==> src/design/class_score_smoothing_argmax_macros.svh <==
// Assertion macros shared by the design files.
// Every check is clocked on clk and is off while arst_n is low.
`ifndef CLASS_SCORE_SMOOTHING_ARGMAX_MACROS_SVH
`define CLASS_SCORE_SMOOTHING_ARGMAX_MACROS_SVH

// The expression holds at every clock edge.
`define CSSA_ASSERT_ALWAYS(lbl, expr) \
	lbl: assert property (@(posedge clk) disable iff (!arst_n) (expr)) \
		else $error("check failed: invariant");

// When the antecedent holds, the consequent holds in the same cycle.
`define CSSA_ASSERT_SAME(lbl, ante, cons) \
	lbl: assert property (@(posedge clk) disable iff (!arst_n) (ante) |-> (cons)) \
		else $error("check failed: same-cycle implication");

// When the antecedent holds, the consequent holds in the next cycle.
`define CSSA_ASSERT_NEXT(lbl, ante, cons) \
	lbl: assert property (@(posedge clk) disable iff (!arst_n) (ante) |=> (cons)) \
		else $error("check failed: next-cycle implication");

`endif

==> src/design/cssa_pkg.sv <==
package cssa_pkg;

	localparam int NUM_CLASSES = 8;
	localparam int SCORE_W = 16;
	localparam int CLS_W = 3;
	localparam int LEAF_N = 8;
	localparam int ACC_W = 31;
	localparam int FRAC_W = 15;
	localparam int IN_W = 128;
	localparam int OUT_W = 24;
	localparam int CFG_IDX_W = 1;

	localparam logic [SCORE_W-1:0] Q_ONE = 16'h8000;
	localparam logic [SCORE_W-1:0] ALPHA_RST = 16'd16384;
	localparam logic [SCORE_W-1:0] THRESH_RST = 16'd9830;

	typedef enum logic [CFG_IDX_W-1:0] {
		CFG_ALPHA = 1'b0,
		CFG_THRESHOLD = 1'b1
	} cfg_idx_t;

	// One arg-max candidate: a class index and its smoothed score.
	typedef struct packed {
		logic used;
		logic [CLS_W-1:0] idx;
		logic [SCORE_W-1:0] val;
	} cand_t;

	// Load strobes for the merge pipeline stages.
	typedef struct packed {
		logic ld_s2;
		logic ld_s3;
	} cssa_ld_t;

	// Values above 1.0 in Q1.15 saturate to 1.0.
	function automatic logic [SCORE_W-1:0] clamp_one(input logic [SCORE_W-1:0] v);
		return (v > Q_ONE) ? Q_ONE : v;
	endfunction

	// The left candidate has the lower indices, so it wins a tie.
	function automatic cand_t pick(input cand_t l, input cand_t r);
		return (r.used && (!l.used || (r.val > l.val))) ? r : l;
	endfunction

endpackage

==> src/design/cssa_lane.sv <==
module cssa_lane
	import cssa_pkg::*;
(
	input  logic               clk,
	input  logic               arst_n,
	input  logic               load,
	input  logic [SCORE_W-1:0] score,
	input  logic [SCORE_W-1:0] alpha,
	input  logic [SCORE_W-1:0] keep,
	output logic [SCORE_W-1:0] smoothed
);

	logic [SCORE_W-1:0] smoothed_q;
	logic [SCORE_W-1:0] score_sat;
	logic [ACC_W-1:0]   acc;

	assign score_sat = clamp_one(score);

	// Both products are summed at full width and truncated once.
	assign acc = ACC_W'(keep) * ACC_W'(smoothed_q) + ACC_W'(alpha) * ACC_W'(score_sat);

	always_ff @(posedge clk or negedge arst_n) begin
		if (!arst_n) begin
			smoothed_q <= '0;
		end else if (load) begin
			smoothed_q <= acc[FRAC_W +: SCORE_W];
		end
	end

	assign smoothed = smoothed_q;

endmodule

==> config.mk <==
export PLATFORM = sky130hd
export DESIGN_NAME = cssa_lane
export DESIGN_NICKNAME = d
export VERILOG_FILES = /design/src/design/class_score_smoothing_argmax_macros.svh /design/src/design/cssa_pkg.sv /design/src/design/cssa_lane.sv
export SDC_FILE = /design/constraint.sdc
export NUM_CORES = 1
export LEC_CHECK = 0
export BUFFER_PORTS_ARGS = -buffer_cell sky130_fd_sc_hd__buf_2
export CORE_MARGIN = 2
export CORE_UTILIZATION = 36
export DETAILED_ROUTE_END_ITERATION = 7
export SYNTH_ARGS = -nofsm -noshare
export SYNTH_HDL_FRONTEND = slang
export SYNTH_SLANG_ARGS = --single-unit
==> constraint.sdc <==
create_clock -name clk -period 7 [get_ports clk]
set_input_delay 1.05 -clock clk [delete_from_list [all_inputs] [get_ports clk]]
set_output_delay 1.05 -clock clk [all_outputs]
set_load 0.005 [all_outputs]
== After elaboration in Yosys (flattened, before gate mapping) ==
Cells that the tools add are included.

* Order comparisons: 1
* Add/subtract/negate cells: 1
* Multipliers: 2
* Mux-type cells: 1

{| class="wikitable"
|+ Operator list
! operator !! number
|-
| $mul A16 B16 Y31 || 2
|-
| $add A31 B31 Y31 || 1
|-
| $gt A16 B16 Y1 const B || 1
|-
| $mux W16 || 1
|}

* Output and inout port bits: 16
* Bits in registers: 16
* Logic and storage cells: 6

== Longest topological paths before layout ==
* Depth in word-level cells: 4
* Mapped depth: 27
* Gate-level depth less buffers: 26

== Least setup slack after synthesis ==
OpenSTA, ideal clock, no wires.

* Path type: input-to-reg
* From: in score[14]
* To: reg smoothed_q[11], in the netlist smoothed[11]
* Slack: -1.064 ns
* Data arrival time: 7.943 ns
* Cell stages on the path: 24
* Required time: 6.879 ns
* Path buffers: 1
* Setup time: 0.121 ns
* Cells stage by stage: nor4_1 -> a41oi_1 -> nor2b_1 -> clkbuf_1 -> nand2_1 -> fa_1 -> inv_1 -> fa_1 -> fa_1 -> fa_1 -> fa_1 -> fa_1 -> fa_1 -> inv_1 -> fa_1 -> inv_1 -> ha_1 -> a211oi_1 -> o21ai_1 -> a221oi_2 -> o211a_1 -> o21ai_1 -> a211o_1 -> a22o_1

* Word-level cells in the longest chain between the ends: 4

{| class="wikitable"
|+ Ends and longest elaborated chain
! what !! RTL line !! source
|-
| start, declared || cssa_lane.sv:7 || <nowiki>input logic [SCORE_W-1:0] score,</nowiki>
|-
| $gt A16 B16 Y1 || cssa_pkg.sv:37 || <nowiki>return (v > Q_ONE) ? Q_ONE : v;</nowiki>
|-
| $mux W16 (*) || cssa_pkg.sv:37 ||
|-
| $mul A16 B16 Y31 (*) || cssa_lane.sv:20 || <nowiki>assign acc = ACC_W'(keep) * ACC_W'(smoothed_q) + ACC_W'(alpha) * ACC_W'(score_sat);</nowiki>
|-
| $add A31 B31 Y31 (*) || cssa_lane.sv:20 ||
|-
| end signal, assigned || cssa_lane.sv:26 || <nowiki>smoothed_q <= acc[FRAC_W +: SCORE_W];</nowiki>
|-
| end, declared || cssa_lane.sv:13 || <nowiki>logic [SCORE_W-1:0] smoothed_q;</nowiki>
|}

Every way passes the cells marked *; elsewhere a longest branch is shown, timed or not.
A chain may end at the register's enable or synchronous reset.

== Worst setup path after layout ==
* From: in score[4]
* To: reg smoothed_q[14], in the netlist smoothed[14]

The elaborated chain is that of the path after synthesis.

==> results.toml <==
[global_routing]
grt_pass1_wl_um = 73300
grt_usage = 0.185
grt_max_degree = 26
grt_pass1_vias = 14400
grt-ovfl-total = 0
grt_antenna_before_repair = 0

[status]
violations = "negative setup slack"
outcome = "finished with violations"

[finish]
largest_reg_flops = 16
num-fill-cells = 4721
finish.instance_area_mm2 = 0.0205
final_nets = 2800
areaGrowthSynthToFinish_pct = 18.0
diodes = 0
final_layout_size_suffix_gt1_frac = 0.172

[sta]
drv_slew = 0
hold_viol = 0
finalSetupViolations = 16
max-slew-margin-rel = 0.512
fin_worst_skew_ps = 2.38
finalSetupTns_ps = -12570
layout_setup_ws_ps = -1020
rsz0062_at_grt = "yes"
post-route-period-util = 1.15
worst_slew_pin_slew_ps = 731
whs_ps = 546
max_freq_mhz = 125
min_period_ps = 8020

[logic_synthesis]
ys_seq_area_frac = 0.0230
synthXorXnorAreaFrac = 0.00984
synth_warnings = 0
synthesis.area_mm2 = 0.0174
ys_seq_elements = 16
synthCells = 1918
syn_nets = 2594
synth_area_leaders = "fa_1 (50%), ha_1 (13%), inv_1 (11%), and2_1 (8.9%), nand2_1 (6.2%)"
syn_avg_cell_area_um2 = 9.08
synth-compound-area-share = 0.0285
synthArstFlopShare = 1.00
synthSimpleGateAreaFrac = 0.170
synth_common_cells = "inv_1 (514), fa_1 (439), nand2_1 (286), and2_1 (249), ha_1 (186)"
yosysMostFrequentCell = "inv_1"
synth.top_cell.area_share = 0.505
synth_top_flop_cell = "dfrtp_1"
muxShareOfSynthArea = 0.00323
synth_top_family_by_area = "adder cells"
yosysTopAreaCell = "fa_1"
synth_edf_count = 0
synth_cell_types = 48
synthAdderAreaFrac = 0.638

[place]
hpwl_um = 39000
portBuffers = 66
postPlaceCellArea_mm2 = 0.0199
gp_congestion = 0.857
post-place-ws_ps = -1350

[clock_network]
root_buffer = "clkbuf_16"
numCtsBuffers = 3
clk_pin_slew_ps = 50
cts.sinks = 16
tritoncts = "done"
htreeDepth = 1
cts_max_path_buffers = 2
clock_latency_ps = 250

[floorplanning]
die_w_um = 224
pin_count = 67
rows = 80
start_util = 0.365
core_area_mm2 = 0.0477
die_h_um = 224
die_area_mm2 = 0.0502

[setup_path]
crit_type = "input pin to flip-flop"
critPathMaxStageDelay_ps = 520
cp_data_required_time_ps = 7160
worstPathArrival_ps = 8180
cp-end-kind = "flip-flop"
crit_slowest_cell = "fa_1"
crit_family = "adder cells"
cpMostUsedCell = "fa_1"
cp_max_fo = 7
cp_num_buf_inv = 7
startpoint_type = "input pin"

[detailed_routing]
drtIter0Drc = 613
ant_nets = 0
drt_pass1_iterations = 6
vias = 13100
drcViolationCount = 0
wire_per_inst_um = 16.1
viasPerCell = 4.78
routed_wl_um = 44100

[flow_run]
drv_cap = 0

[worst_hold_path]
hold_class = "flip-flop to flip-flop"
## kinds of logic after synthesis
group,Yosys count
XOR/XNOR,18
buffers and inverters,592
AND/OR/NAND/NOR,591
flip-flops,16
adder cells (fa/ha/maj),625
multiplexers,5
AO/OA/AOI/OAI,71
## final timing paths
| kind | startpoint | endpoint | slack (ps) | depth (start not counted) |
|---|---|---|---|---|
| min | smoothed[7]$_DFFE_PN0P_ | smoothed[7]$_DFFE_PN0P_ | 550 | 2 |
| min in group asynchronous | arst_n | smoothed[12]$_DFFE_PN0P_ | 730 | 1 |
| max in group asynchronous | arst_n | smoothed[8]$_DFFE_PN0P_ | 5970 | 1 |
| max reg2reg | smoothed[8]$_DFFE_PN0P_ | smoothed[14]$_DFFE_PN0P_ | -90 | 23 |
| min reg2reg | smoothed[7]$_DFFE_PN0P_ | smoothed[7]$_DFFE_PN0P_ | 550 | 2 |
| max | score[4] | smoothed[14]$_DFFE_PN0P_ | -1020 | 27 |
## final cells by class
cell class / instances / area [um^2] / share of cell area
well taps: 615 / 769 / 0.0375
repair buffers: 278 / 2040 / 0.0994
clock buffers: 3 / 75.1 / 0.00365
multi-input cells: 1310 / 15300 / 0.746
flip-flops and latches: 16 / 400 / 0.0195
inverters: 515 / 1930 / 0.0941
## worst reg2reg max path, delay by kind of cell, from the launching register on
| family | cells | cell delay [ps] |
|---|---|---|
| adder cells (fa/ha/maj) | 9 | 4400 |
| flip-flops | 1 | 570 |
| AO/OA/AOI/OAI | 3 | 460 |
| AND/OR/NAND/NOR | 5 | 1190 |
| buffers and inverters | 6 | 390 |
## cells in the final DEF, fill, tap and decap left out, types with 5 or more instances in the layout
cell	Yosys	routed
nor2_1	9	6
nand2_1	286	279
o21a_1	5	5
ha_1	186	177
xor2_1	5	5
nor2b_4	0	6
a21oi_1	20	11
fa_2	0	11
nor2b_1	15	9
inv_1	514	511
buf_2	0	65
xnor2_1	12	12
buf_6	0	16
a21oi_2	0	6
ha_4	0	9
buf_4	0	192
fa_1	439	428
nand2_4	0	5
and2_1	249	245
dfrtp_1	16	16
## routing by layer
metal  GRT usage  routed length (um)  vias to the layer above
met2       0.345               23800                      260
li1            -                   -                     5940
met4      0.0391                 992                        0
met3      0.0109                1200                       52
met1       0.237               18000                     6829
met5           0                   0                        -
## per-stage QoR
stage | cells | utilization
after floorplan | 1918 | -
after global placement | 2721 | 0.418
after detailed placement | 2721 | 0.418
after CTS | 2732 | 0.425
after global routing | 2737 | 0.430
final | 2737 | 0.430
## what timing repair did
item | CTS | global route
setup buffers | 7 | 5
pin swaps | 22 | 23
hold buffers | 0 | 0
endpoints found under the setup margin | 16 | 16
cloned | 1 | 1
gates resized for setup | 54 | 45
Power is left out: the tool's default activity adds up to more than one toggle a clock period on the data nets, which glitch-free logic cannot reach.
