**config.mk**
```make
export PLATFORM = sky130hd
export DESIGN_NAME = cssa_merge
export DESIGN_NICKNAME = d
export VERILOG_FILES = /design/src/design/class_score_smoothing_argmax_macros.svh /design/src/design/cssa_pkg.sv /design/src/design/cssa_merge.sv
export SDC_FILE = /design/constraint.sdc
export NUM_CORES = 1
export LEC_CHECK = 0
export BUFFER_PORTS_ARGS = -buffer_cell sky130_fd_sc_hd__buf_2
export CAP_MARGIN = 40
export CORE_MARGIN = 1.5
export CORE_UTILIZATION = 48
export DETAILED_ROUTE_END_ITERATION = 8
export HOLD_SLACK_MARGIN = 0.03
export PLACE_DENSITY_LB_ADDON = 0.1
export SLEW_MARGIN = 20
export SYNTH_ARGS = -nofsm -noshare
export SYNTH_HDL_FRONTEND = slang
export SYNTH_SLANG_ARGS = --single-unit
```
**constraint.sdc**
```tcl
create_clock -name clk -period 9.8 [get_ports clk]
set_input_delay 0 -clock clk [delete_from_list [all_inputs] [get_ports clk]]
set_output_delay 0 -clock clk [all_outputs]
set_load 0.01 [all_outputs]
```
**src/design/class_score_smoothing_argmax_macros.svh**
```systemverilog
// Assertion macros shared by the design files.
// Every check is clocked on clk and is off while arst_n is low.
`ifndef CLASS_SCORE_SMOOTHING_ARGMAX_MACROS_SVH
`define CLASS_SCORE_SMOOTHING_ARGMAX_MACROS_SVH

// The expression holds at every clock edge.
`define CSSA_ASSERT_ALWAYS(lbl, expr) \
	lbl: assert property (@(posedge clk) disable iff (!arst_n) (expr)) \
		else $error("check failed: invariant");

// When the antecedent holds, the consequent holds in the same cycle.
`define CSSA_ASSERT_SAME(lbl, ante, cons) \
	lbl: assert property (@(posedge clk) disable iff (!arst_n) (ante) |-> (cons)) \
		else $error("check failed: same-cycle implication");

// When the antecedent holds, the consequent holds in the next cycle.
`define CSSA_ASSERT_NEXT(lbl, ante, cons) \
	lbl: assert property (@(posedge clk) disable iff (!arst_n) (ante) |=> (cons)) \
		else $error("check failed: next-cycle implication");

`endif

```
**src/design/cssa_pkg.sv**
```systemverilog
package cssa_pkg;

	localparam int NUM_CLASSES = 8;
	localparam int SCORE_W = 16;
	localparam int CLS_W = 3;
	localparam int LEAF_N = 8;
	localparam int ACC_W = 31;
	localparam int FRAC_W = 15;
	localparam int IN_W = 128;
	localparam int OUT_W = 24;
	localparam int CFG_IDX_W = 1;

	localparam logic [SCORE_W-1:0] Q_ONE = 16'h8000;
	localparam logic [SCORE_W-1:0] ALPHA_RST = 16'd16384;
	localparam logic [SCORE_W-1:0] THRESH_RST = 16'd9830;

	typedef enum logic [CFG_IDX_W-1:0] {
		CFG_ALPHA = 1'b0,
		CFG_THRESHOLD = 1'b1
	} cfg_idx_t;

	// One arg-max candidate: a class index and its smoothed score.
	typedef struct packed {
		logic used;
		logic [CLS_W-1:0] idx;
		logic [SCORE_W-1:0] val;
	} cand_t;

	// Load strobes for the merge pipeline stages.
	typedef struct packed {
		logic ld_s2;
		logic ld_s3;
	} cssa_ld_t;

	// Values above 1.0 in Q1.15 saturate to 1.0.
	function automatic logic [SCORE_W-1:0] clamp_one(input logic [SCORE_W-1:0] v);
		return (v > Q_ONE) ? Q_ONE : v;
	endfunction

	// The left candidate has the lower indices, so it wins a tie.
	function automatic cand_t pick(input cand_t l, input cand_t r);
		return (r.used && (!l.used || (r.val > l.val))) ? r : l;
	endfunction

endpackage

```
**src/design/cssa_merge.sv**
```systemverilog
module cssa_merge
	import cssa_pkg::*;
(
	input  logic               clk,
	input  cssa_ld_t           ld,
	input  logic [SCORE_W-1:0] smoothed [NUM_CLASSES],
	input  logic [SCORE_W-1:0] threshold,
	output logic [CLS_W-1:0]   cls,
	output logic [SCORE_W-1:0] top,
	output logic               above
);

	cand_t leaf [LEAF_N];
	cand_t lvl1 [LEAF_N/2];
	cand_t lvl2 [LEAF_N/4];
	cand_t cand_s2 [LEAF_N/4];
	cand_t fin;
	logic  fin_above;
	logic [CLS_W-1:0]   cls_s3;
	logic [SCORE_W-1:0] top_s3;
	logic               above_s3;

	for (genvar i = 0; i < LEAF_N; i++) begin : g_leaf
		if (i < NUM_CLASSES) begin : g_used
			assign leaf[i] = '{used: 1'b1, idx: CLS_W'(i), val: smoothed[i]};
		end else begin : g_unused
			assign leaf[i] = '0;
		end
	end

	for (genvar j = 0; j < LEAF_N/2; j++) begin : g_lvl1
		assign lvl1[j] = pick(leaf[2*j], leaf[2*j+1]);
	end

	for (genvar k = 0; k < LEAF_N/4; k++) begin : g_lvl2
		assign lvl2[k] = pick(lvl1[2*k], lvl1[2*k+1]);
	end

	always_ff @(posedge clk) begin
		if (ld.ld_s2) begin
			cand_s2 <= lvl2;
		end
	end

	assign fin = pick(cand_s2[0], cand_s2[1]);
	assign fin_above = fin.val > threshold;

	always_ff @(posedge clk) begin
		if (ld.ld_s3) begin
			cls_s3   <= fin_above ? fin.idx : '0;
			top_s3   <= fin.val;
			above_s3 <= fin_above;
		end
	end

	assign cls = cls_s3;
	assign top = top_s3;
	assign above = above_s3;

endmodule

```
Word level (Yosys, flattened, before mapping):

Cells that the tools add are included.

* bits in registers: 60
* bits in latches: 0
* memory bits (writable): 0
* memory bits (read-only): 0
* bits of input ports: 147
* output and inout port bits: 20
* word-level logic and storage cells: 33
* memories: 0

* add/sub/neg operators: 0
* multipliers: 0
* divide/modulo/power cells: 0
* $lt $le $gt $ge: 8
* equality and inequality tests: 0
* shifts and indexed selects: 0
* mux-type cells: 7
* bitwise operators: 0
* reductions and logical operators: 9

Operators by type and width (count)
* > comparator 16 bit: 8
* 2-to-1 mux 17 bit: 4
* 2-to-1 mux 18 bit: 2
* 2-to-1 mux 19 bit: 1
* logical OR 1 bit: 3
* logical AND 1 bit, first input constant: 2
* zero test 1 bit, first input constant: 2
* logical AND 1 bit: 1
* zero test 1 bit: 1

Longest topological paths before layout:

Gate-level depths: netlist (run 1).

* depth in word-level cells: 6
* mapped depth: 20

Worst setup path before layout (run 1):

Ideal clock, no wire load.

* kind: input to register
* from: in smoothed[93] (netlist bit)
* to: reg cand_s2[28] (netlist bit), data pin
* setup time: 0.260 ns
* arrival: 3.554 ns
* data required time: 9.540 ns
* slack: 5.986 ns
* stages: 16
* cells stage by stage: inv_1 > ha_1 > a21oi_1 > o21ai_1 > or3_1 > nor3_2 > buf_4 > o311ai_2 > ha_1 > a21o_1 > a21o_1 > a21oi_1 > a211oi_1 > o31ai_2 > buf_4 > mux2_2

RTL lines
* start: declaration: line cssa_merge.sv:6 `input logic [SCORE_W-1:0] smoothed [NUM_CLASSES],`
* end signal: assignment: line cssa_merge.sv:41 `cand_s2 <= lvl2;`
* end: declaration: line cssa_merge.sv:16 `cand_t cand_s2 [LEAF_N/4];`

==> results of run 1 <==
==> logic make-up (layout without fill, tap and decap cells) <==
group / after synthesis / count (layout) / share of synthesized area [%]
buffers and inverters: 188 / 342 / 10.34
adders and majority gates: 128 / 128 / 21.83
AOI/OAI and AO/OA: 197 / 197 / 18.27
and+or+nand+nor: 258 / 258 / 19.24
muxes: 52 / 52 / 7.402
DFF: 56 / 56 / 22.92
==> flip-flops by register name (all words and copies together), names as in the netlist <==
signal / flops
cand_s2: 36
top: 16
cls: 3
above: 1
==> stage by stage <==
| step | total power, mW | setup WS (ns) |
|---|---|---|
| 2_1_floorplan | 0.7715 | 5.986 |
| 3_3_place_gp | 0.9432 | 4.843 |
| 3_5_place_dp | 0.9585 | 4.942 |
| 4_1_cts | 1.128 | 5.271 |
| 5_1_grt | 1.229 | 4.793 |
| 6_report | 1.128 | 5.142 |
==> layer usage <==
layer  GRT usage (%)  vias up  share of wire, %
li1                -     3554                 -
met1           34.86     3192                49
met2           37.93      223                44
met3           3.079       25               5.5
met4           6.220        0               1.8
met5               0        -                 0
==> synthesized netlist by cell type, drive strengths merged (12+ instances only) <==
master / instances / area [µm²]
ha: 128 / 1602
and3: 18 / 112.6
a21o: 13 / 97.59
o211a: 15 / 150.1
a21oi: 44 / 220.2
nor2: 12 / 45.04
mux2: 18 / 202.7
nand2: 96 / 360.4
o311ai: 31 / 286.5
a31oi: 15 / 93.84
nand3: 20 / 100.1
mux2i: 34 / 340.3
inv: 149 / 559.3
nand4: 41 / 284.0
buf: 16 / 112.6
nor4: 36 / 267.8
clkbuf: 23 / 86.33
edfxtp: 56 / 1682
o21ai: 50 / 250.2
==> where the power goes <==
group / leakage [nW] / internal (mW) / total (mW) / switching, mW
logic: 3.86 / 0.256 / 0.594 / 0.338
registers: 0.551 / 0.345 / 0.367 / 0.0226
clock network: 0.0648 / 0.0917 / 0.167 / 0.0752
==> layout make-up <==
type	instances	share of cell area [%]
sequential	56	19.74
inverter	149	6.567
timing repair buffer	186	11.88
multi-input combinational	635	57.48
clock buffer	5	1.469
clock inverter	2	0.08814
tap	188	2.762
==> how the worst max path moves through the flow <==
stage / from / endpoint / slack [ns] / cells after the start
global route: smoothed[126] / cand_s2[30] / 4.79 / 17
CTS: smoothed[126] / cand_s2[23] / 5.27 / 17
finish: smoothed[126] / cand_s2[23] / 5.14 / 17
floorplan: smoothed[93] / cand_s2[28] / 5.99 / 16
detailed placement: smoothed[126] / cand_s2[23] / 4.94 / 17
global placement: smoothed[63] / cand_s2[16] / 4.84 / 14
==> cell usage in the layout (no fill, tap or decap), drive strengths merged, types with 12 or more instances in the layout <==
cell | netlist | routed
buf | 16 | 184
inv | 149 | 149
ha | 128 | 128
nand2 | 96 | 96
edfxtp | 56 | 56
o21ai | 50 | 50
a21oi | 44 | 44
nand4 | 41 | 41
nor4 | 36 | 36
mux2i | 34 | 34
o311ai | 31 | 31
nand3 | 20 | 20
and3 | 18 | 18
mux2 | 18 | 18
o211a | 15 | 15
a31oi | 15 | 15
a21o | 13 | 13
nor2 | 12 | 12
==> critical path: cells and delay by family <==
| family | cells | cell delay, ns |
|---|---|---|
| AOI/OAI and AO/OA | 6 | 1.51 |
| adders and majority gates | 2 | 0.53 |
| buffers and inverters | 4 | 0.55 |
| muxes | 1 | 0.35 |
| and+or+nand+nor | 4 | 1.76 |
==> run metrics, run 1 <==
flops & latches, synth 56; unrepaired setup endpoints after global routing false; drt first pass iters 6; post-synthesis cell area 7336 µm²; Crit. End Element register; required time of the critical path 9.84 ns; storage element area 1682 µm²; Die Height 126.6 µm; failing checks DRC; clk sinks 56; GRT Overall Usage 24.07%; Clock Tree Root clkbuf_16; delay of the slowest critical-path stage 0.82 ns; Vias 6994; crit share post-route between 40 and 50%; smallest hold slack 0.1562 ns; flop2flop setup slack around 5.7 ns; CTS H-Tree Depth 2; setup bufs post-CTS 0; DRT iter0 DRCs slightly above 500; hold path depth 3; count of pins over their slew limit 0; Layout area overhead 16.10%; crit-path cells buf_2 -> inv_1 -> ha_1 -> nand4_2 -> nor4_4 -> nand2_1 -> o311ai_0 -> nand2_1 -> inv_1 -> ha_1 -> a21o_1 -> a21o_1 -> a21oi_1 -> a211oi_1 -> o31ai_2 -> buf_4 -> mux2_2; area of the multi-input gates 4896 µm²; Reg clk slew, reported paths 0.07 ns; synth unique cells between 50 and 60; Fin Clk Skew 0.006866 ns; Routed WL 19390 µm; Die ar. 16030 µm²; Post-synth EDFFs 56; setup TNS 0 ns; dpl hpwl ~16000 µm; Post-Syn Instances 879; Site Rows 45; Final Setup Violations 0; die width between 100 and 150 µm; Final Core Density 56.44%; Num CTS Buffers 5; Core ar. 15090 µm²; clock tree buffer depth 2; largest net degree at the start of global routing 37; Syn Nets 1154; ratio of cells with drive above 1 in the final layout between 20 and 25%; ys async rst share 0%; crit path kind in -> reg; hold-fix buffers at CTS 0; diode count 0; Synth Flop Type edfxtp_1; total grt overflow 0; VDD IR-drop max a little over 0.00008 V; worst skew pair latency 0.29 ns; final instance area about 8500 µm²; Worst R2R End above; Critical Path AT about 4.7 ns; worst min-delay path category in -> reg; register area share after synthesis 22.92%; syn avg cell area ~8.3 µm²; fmax ~210 MHz; port bufs 166; io pins 167; startpoint types input port; status finished with violations; CP max stage cell nor4_4; Max-cap violations 0; Slew headroom 43.24%; Reg2Reg Depth 14; Hold Vio Cnt, Final 0; fin cells 1221; Vias per Instance 5.728; CTS tree done; dpl cell area 8342 µm²; Initial Util 48.62%; min cycle time layout ~4.7 ns; Net count, final 1308; GPL Wtd Cong around 0.87; first-pass GRT wire length ~32000 µm; fill count 1422; Crit Path Max Fanout 19; cts repair resizes 0; WL per Instance 15.88 µm; FF-to-FF Start cand_s2[1]; Least-Margin Pin Slew 0.8451 ns; synth warn 0; # DRC 1; PD cells 132.4 nW/µm²; placed cells 1210; Lkg Pwr 4.479 nW; worst hold start smoothed[59]; antenna violations before repair 0; vias in the first global route 6599; Min-Delay Endpoint cand_s2[11]; Final ANT Viol Nets 0
(Power assumes the default switching activity.)
==> run 2, diff against run 1 <==
--- a/config.mk
+++ b/config.mk
@@ -5,6 +5,7 @@
 export SDC_FILE = /design/constraint.sdc
 export NUM_CORES = 1
 export LEC_CHECK = 0
+export ABC_AREA = 1
 export BUFFER_PORTS_ARGS = -buffer_cell sky130_fd_sc_hd__buf_2
 export CAP_MARGIN = 40
 export CORE_MARGIN = 1.5
==> constraint.sdc (replaced) <==
create_clock -name clk -period 4.9 [get_ports clk]
set_input_delay 0 -clock clk [delete_from_list [all_inputs] [get_ports clk]]
set_output_delay 0 -clock clk [all_outputs]
set_load 0.01 [all_outputs]
==> run 2 against run 1 <==
  * Critical path type is now reg -> reg
  * Largest power group unchanged
  * Largest cell class unchanged
  * Critical path depth did not move
  * Combinational power rose by 140%
  * The flow now finishes without violations
  * Critical endpoint is now cls[2]
  * Worst setup slack got worse by 4.1 ns
==> run metrics, run 2 <==
status completed (was finished with violations); Max-cap violations 0 (unchanged); flops & latches, synth 56 (unchanged); met2 routed WL 7967 µm (was 8444 µm); fmax 258.9 MHz; Post-synth EDFFs 56 (unchanged); synth warn 0 (unchanged); ratio of cells with drive above 1 in the final layout 18.00% (was 21.59%); PD cells 309.8 nW/µm² (was 132.4 nW/µm²); hold path depth 5 (was 3); dpl hpwl 15090 µm (was 15980 µm); Lkg Pwr 4.804 nW (was 4.479 nW); hold-fix buffers at CTS 0 (unchanged); Num CTS Buffers 5 (unchanged); required time of the critical path 5.04 ns (was 9.84 ns); top cell type by total area after synthesis edfxtp_1 (unchanged); drt first pass iters 6 (unchanged); internal power 1.438 mW (was 0.6926 mW); # DRC 0 (was 1); VDD IR-drop max 0.0001885 V (was 0.00008173 V); Crit Path Max Fanout 20 (was 19); Metal-1 WL 8535 µm (was 9527 µm); vias in the first global route 6418 (was 6599); GPL Wtd Cong 0.9342 (was 0.8746); setup TNS 0 ns (unchanged); fin cells 1356 (was 1221); PnR worst setup slack 1.037 ns (was 5.142 ns); Biggest register cand_s2 (unchanged); clk sinks 56 (unchanged); Layout area overhead 14.61% (was 16.10%); area of the multi-input gates 4561 µm² (was 4896 µm²); Core ar. 14530 µm² (was 15090 µm²); Final Setup Violations 0 (unchanged); Post-Syn Instances 1018 (was 879); Synth area leaders edfxtp_1, ha_1, nand2_1 (was edfxtp_1, ha_1, inv_1); Clock Tree Root clkbuf_16 (unchanged); sequential fraction of design power 30.9% (was 32.6%); crit share post-route 78.84%; Least-Margin Pin Slew 0.7859 ns (was 0.8451 ns); DRT iter0 DRCs 445 (was 515); Final ANT Viol Nets 0 (unchanged); Hold Vio Cnt, Final 0 (unchanged); top cells by count, synth nand2_1, inv_1, nand3_1, ha_1, a21oi_1 (was inv_1, ha_1, nand2_1, edfxtp_1, o21ai_0); register area share after synthesis 23.54% (was 22.92%); Clk network pwr share 13.4% (was 14.8%); Net count, final 1446 (was 1308); largest net degree at the start of global routing 37 (unchanged); Initial Util 49.15% (was 48.62%); commonest cells after routing, fill and taps aside nand2_1, inv_1, buf_2, nand3_1, ha_1 (was buf_2, inv_1, ha_1, nand2_1, edfxtp_1); Die Height 125.0 µm (was 126.6 µm); Slew headroom 47.61% (was 43.24%); Vias 6761 (was 6994); setup bufs post-CTS 0 (unchanged); crit path kind reg -> reg (was in -> reg); top sig layer met5 (was met4); syn avg cell area 7.017 µm² (was 8.346 µm²); P_sw 1.098 mW (was 0.4354 mW); post-synthesis cell area 7143 µm² (was 7336 µm²); max reg flops 36 (unchanged); storage element area 1682 µm² (unchanged); worst min-delay path category in -> reg (unchanged); worst skew pair latency 0.29 ns (about the same); Comb power frac 55.7% (was 52.6%); unrepaired setup endpoints after global routing false (unchanged); Critical Path AT 4.00 ns (was 4.70 ns); fill count 1478 (was 1422); synth unique cells 36 (was 57); Vias per Instance 4.986 (was 5.728); die width 125.0 µm (was 126.6 µm); ys async rst share 0% (unchanged); Die ar. 15620 µm² (was 16030 µm²); met3 WL 1153 µm (was 1061 µm); first-pass GRT wire length 29930 µm (was 31730 µm); commonest non-fill, non-tap cell in the layout nand2_1 (was buf_2); Reg2Reg Depth 17 (was 14); CTS tree done (unchanged); WL per Instance 13.16 µm (was 15.88 µm); sw frac 43.29% (was 38.60%); Fin Clk Skew 0.004059 ns (was 0.006866 ns); cts repair resizes 0 (unchanged); count of pins over their slew limit 0 (unchanged); CTS H-Tree Depth 2 (unchanged); Crit. End Element register (unchanged); clock tree buffer depth 2 (unchanged); pre-CTS setup slack 1.058 ns (was 4.942 ns); antenna violations before repair 1 (was 0); min cycle time layout 3.863 ns; Syn Nets 1293 (was 1154); io pins 167 (unchanged); port bufs 166 (unchanged); Routed WL 17850 µm (was 19390 µm); diode count 0 (unchanged); startpoint types register (was input port); Site Rows 44 (was 45); placed cells 1348 (was 1210); Synth Flop Type edfxtp_1 (unchanged); Reg clk slew, reported paths 0.07 ns (about the same); GRT Overall Usage 23.21% (was 24.07%); Yosys top cell area share 23.54% (was 22.92%); total grt overflow 0 (unchanged); count leader, synth nand2_1 (was inv_1)
run 2: cell types whose count changed after synthesis, moves of 18 or more:
cell      before  now
and2_1         3   32
and3_1        18    0
clkbuf_1      23    1
inv_1        149  194
mux2_2        18    0
mux2i_1       34    0
nand2_1       96  263
nand3_1       20  154
nand4_1       38    8
nor2_1        12   35
nor4_1        32    0
o21ai_0       46   17
o311ai_0      20    0
run 2: final cells by class:
class | count | share of cell area [%]
Timing Repair Buffer | 168 | 10.33
Sequential cell | 56 | 20.54
Tap cell | 184 | 2.812
Clock inverter | 1 | 0.04585
Clock buffer | 7 | 1.620
Multi-Input combinational cell | 745 | 55.71
Inverter | 195 | 8.941
run 2: through the flow:
stage / util, % / instance area [µm²] / total power, mW / hold WS (ns)
6_report: 56.33 / 8187 / 2.536 / 0.1255
5_1_grt: 56.33 / 8187 / 2.794 / 0.1539
4_1_cts: 56.33 / 8187 / 2.548 / 0.1370
3_5_place_dp: 55.39 / 8050 / 2.205 / 0.4081
3_3_place_gp: 55.39 / 8050 / 2.179 / 0.4081
2_1_floorplan: - / 7143 / 1.797 / 0.1125
run 2: final timing paths:
check / start / slack, ns / to
max reg2reg: cand_s2[3] / 1.04 / cls[2]
min: smoothed[94] / 0.13 / cand_s2[34]
max: cand_s2[3] / 1.04 / cls[2]
min reg2reg: cand_s2[35] / 0.58 / top[15]
run 2: kinds of logic after synthesis:
kind of cell             Yosys count  share of synthesized area (%)
flip-flops                        56                          23.54
AO/OA/AOI/OAI                     88                          6.744
adder cells (fa/ha/maj)          128                          22.42
buffers and inverters            217                          12.61
AND/OR/NAND/NOR                  529                          34.68
run 2: power by group through the flow:
| stage | Clock, mW | Combinational [mW] | Sequential (mW) |
|---|---|---|---|
| 2_1_floorplan | 0 | 0.980 | 0.817 |
| 3_3_place_gp | 0 | 1.39 | 0.794 |
| 3_5_place_dp | 0 | 1.41 | 0.796 |
| 4_1_cts | 0.346 | 1.42 | 0.786 |
| 5_1_grt | 0.363 | 1.63 | 0.800 |
| 6_report | 0.340 | 1.41 | 0.784 |
run 2: metal layers:
layer / global-route usage (%) / vias to the layer above
li1: - / 3613
met1: 32.78 / 2920
met2: 39.28 / 212
met3: 2.439 / 14
met4: 3.543 / 2
met5: 0 / -
run 2: critical path, stage by stage, from the launching register on:
cell and delay, ns:
edfxtp_1 0.40, ha_1 0.31, nand2_1 0.07, o21bai_1 0.15
nand2_1 0.06, nand2_1 0.04, nand2_1 0.05, nand2_1 0.05
nand2_1 0.51, nand2_1 0.63, nand2_1 0.19, nand2_1 0.13
ha_1 0.32, nand4_1 0.15, a21oi_1 0.15, nor2_1 0.05
a21oi_1 0.29, nor2b_1 0.17
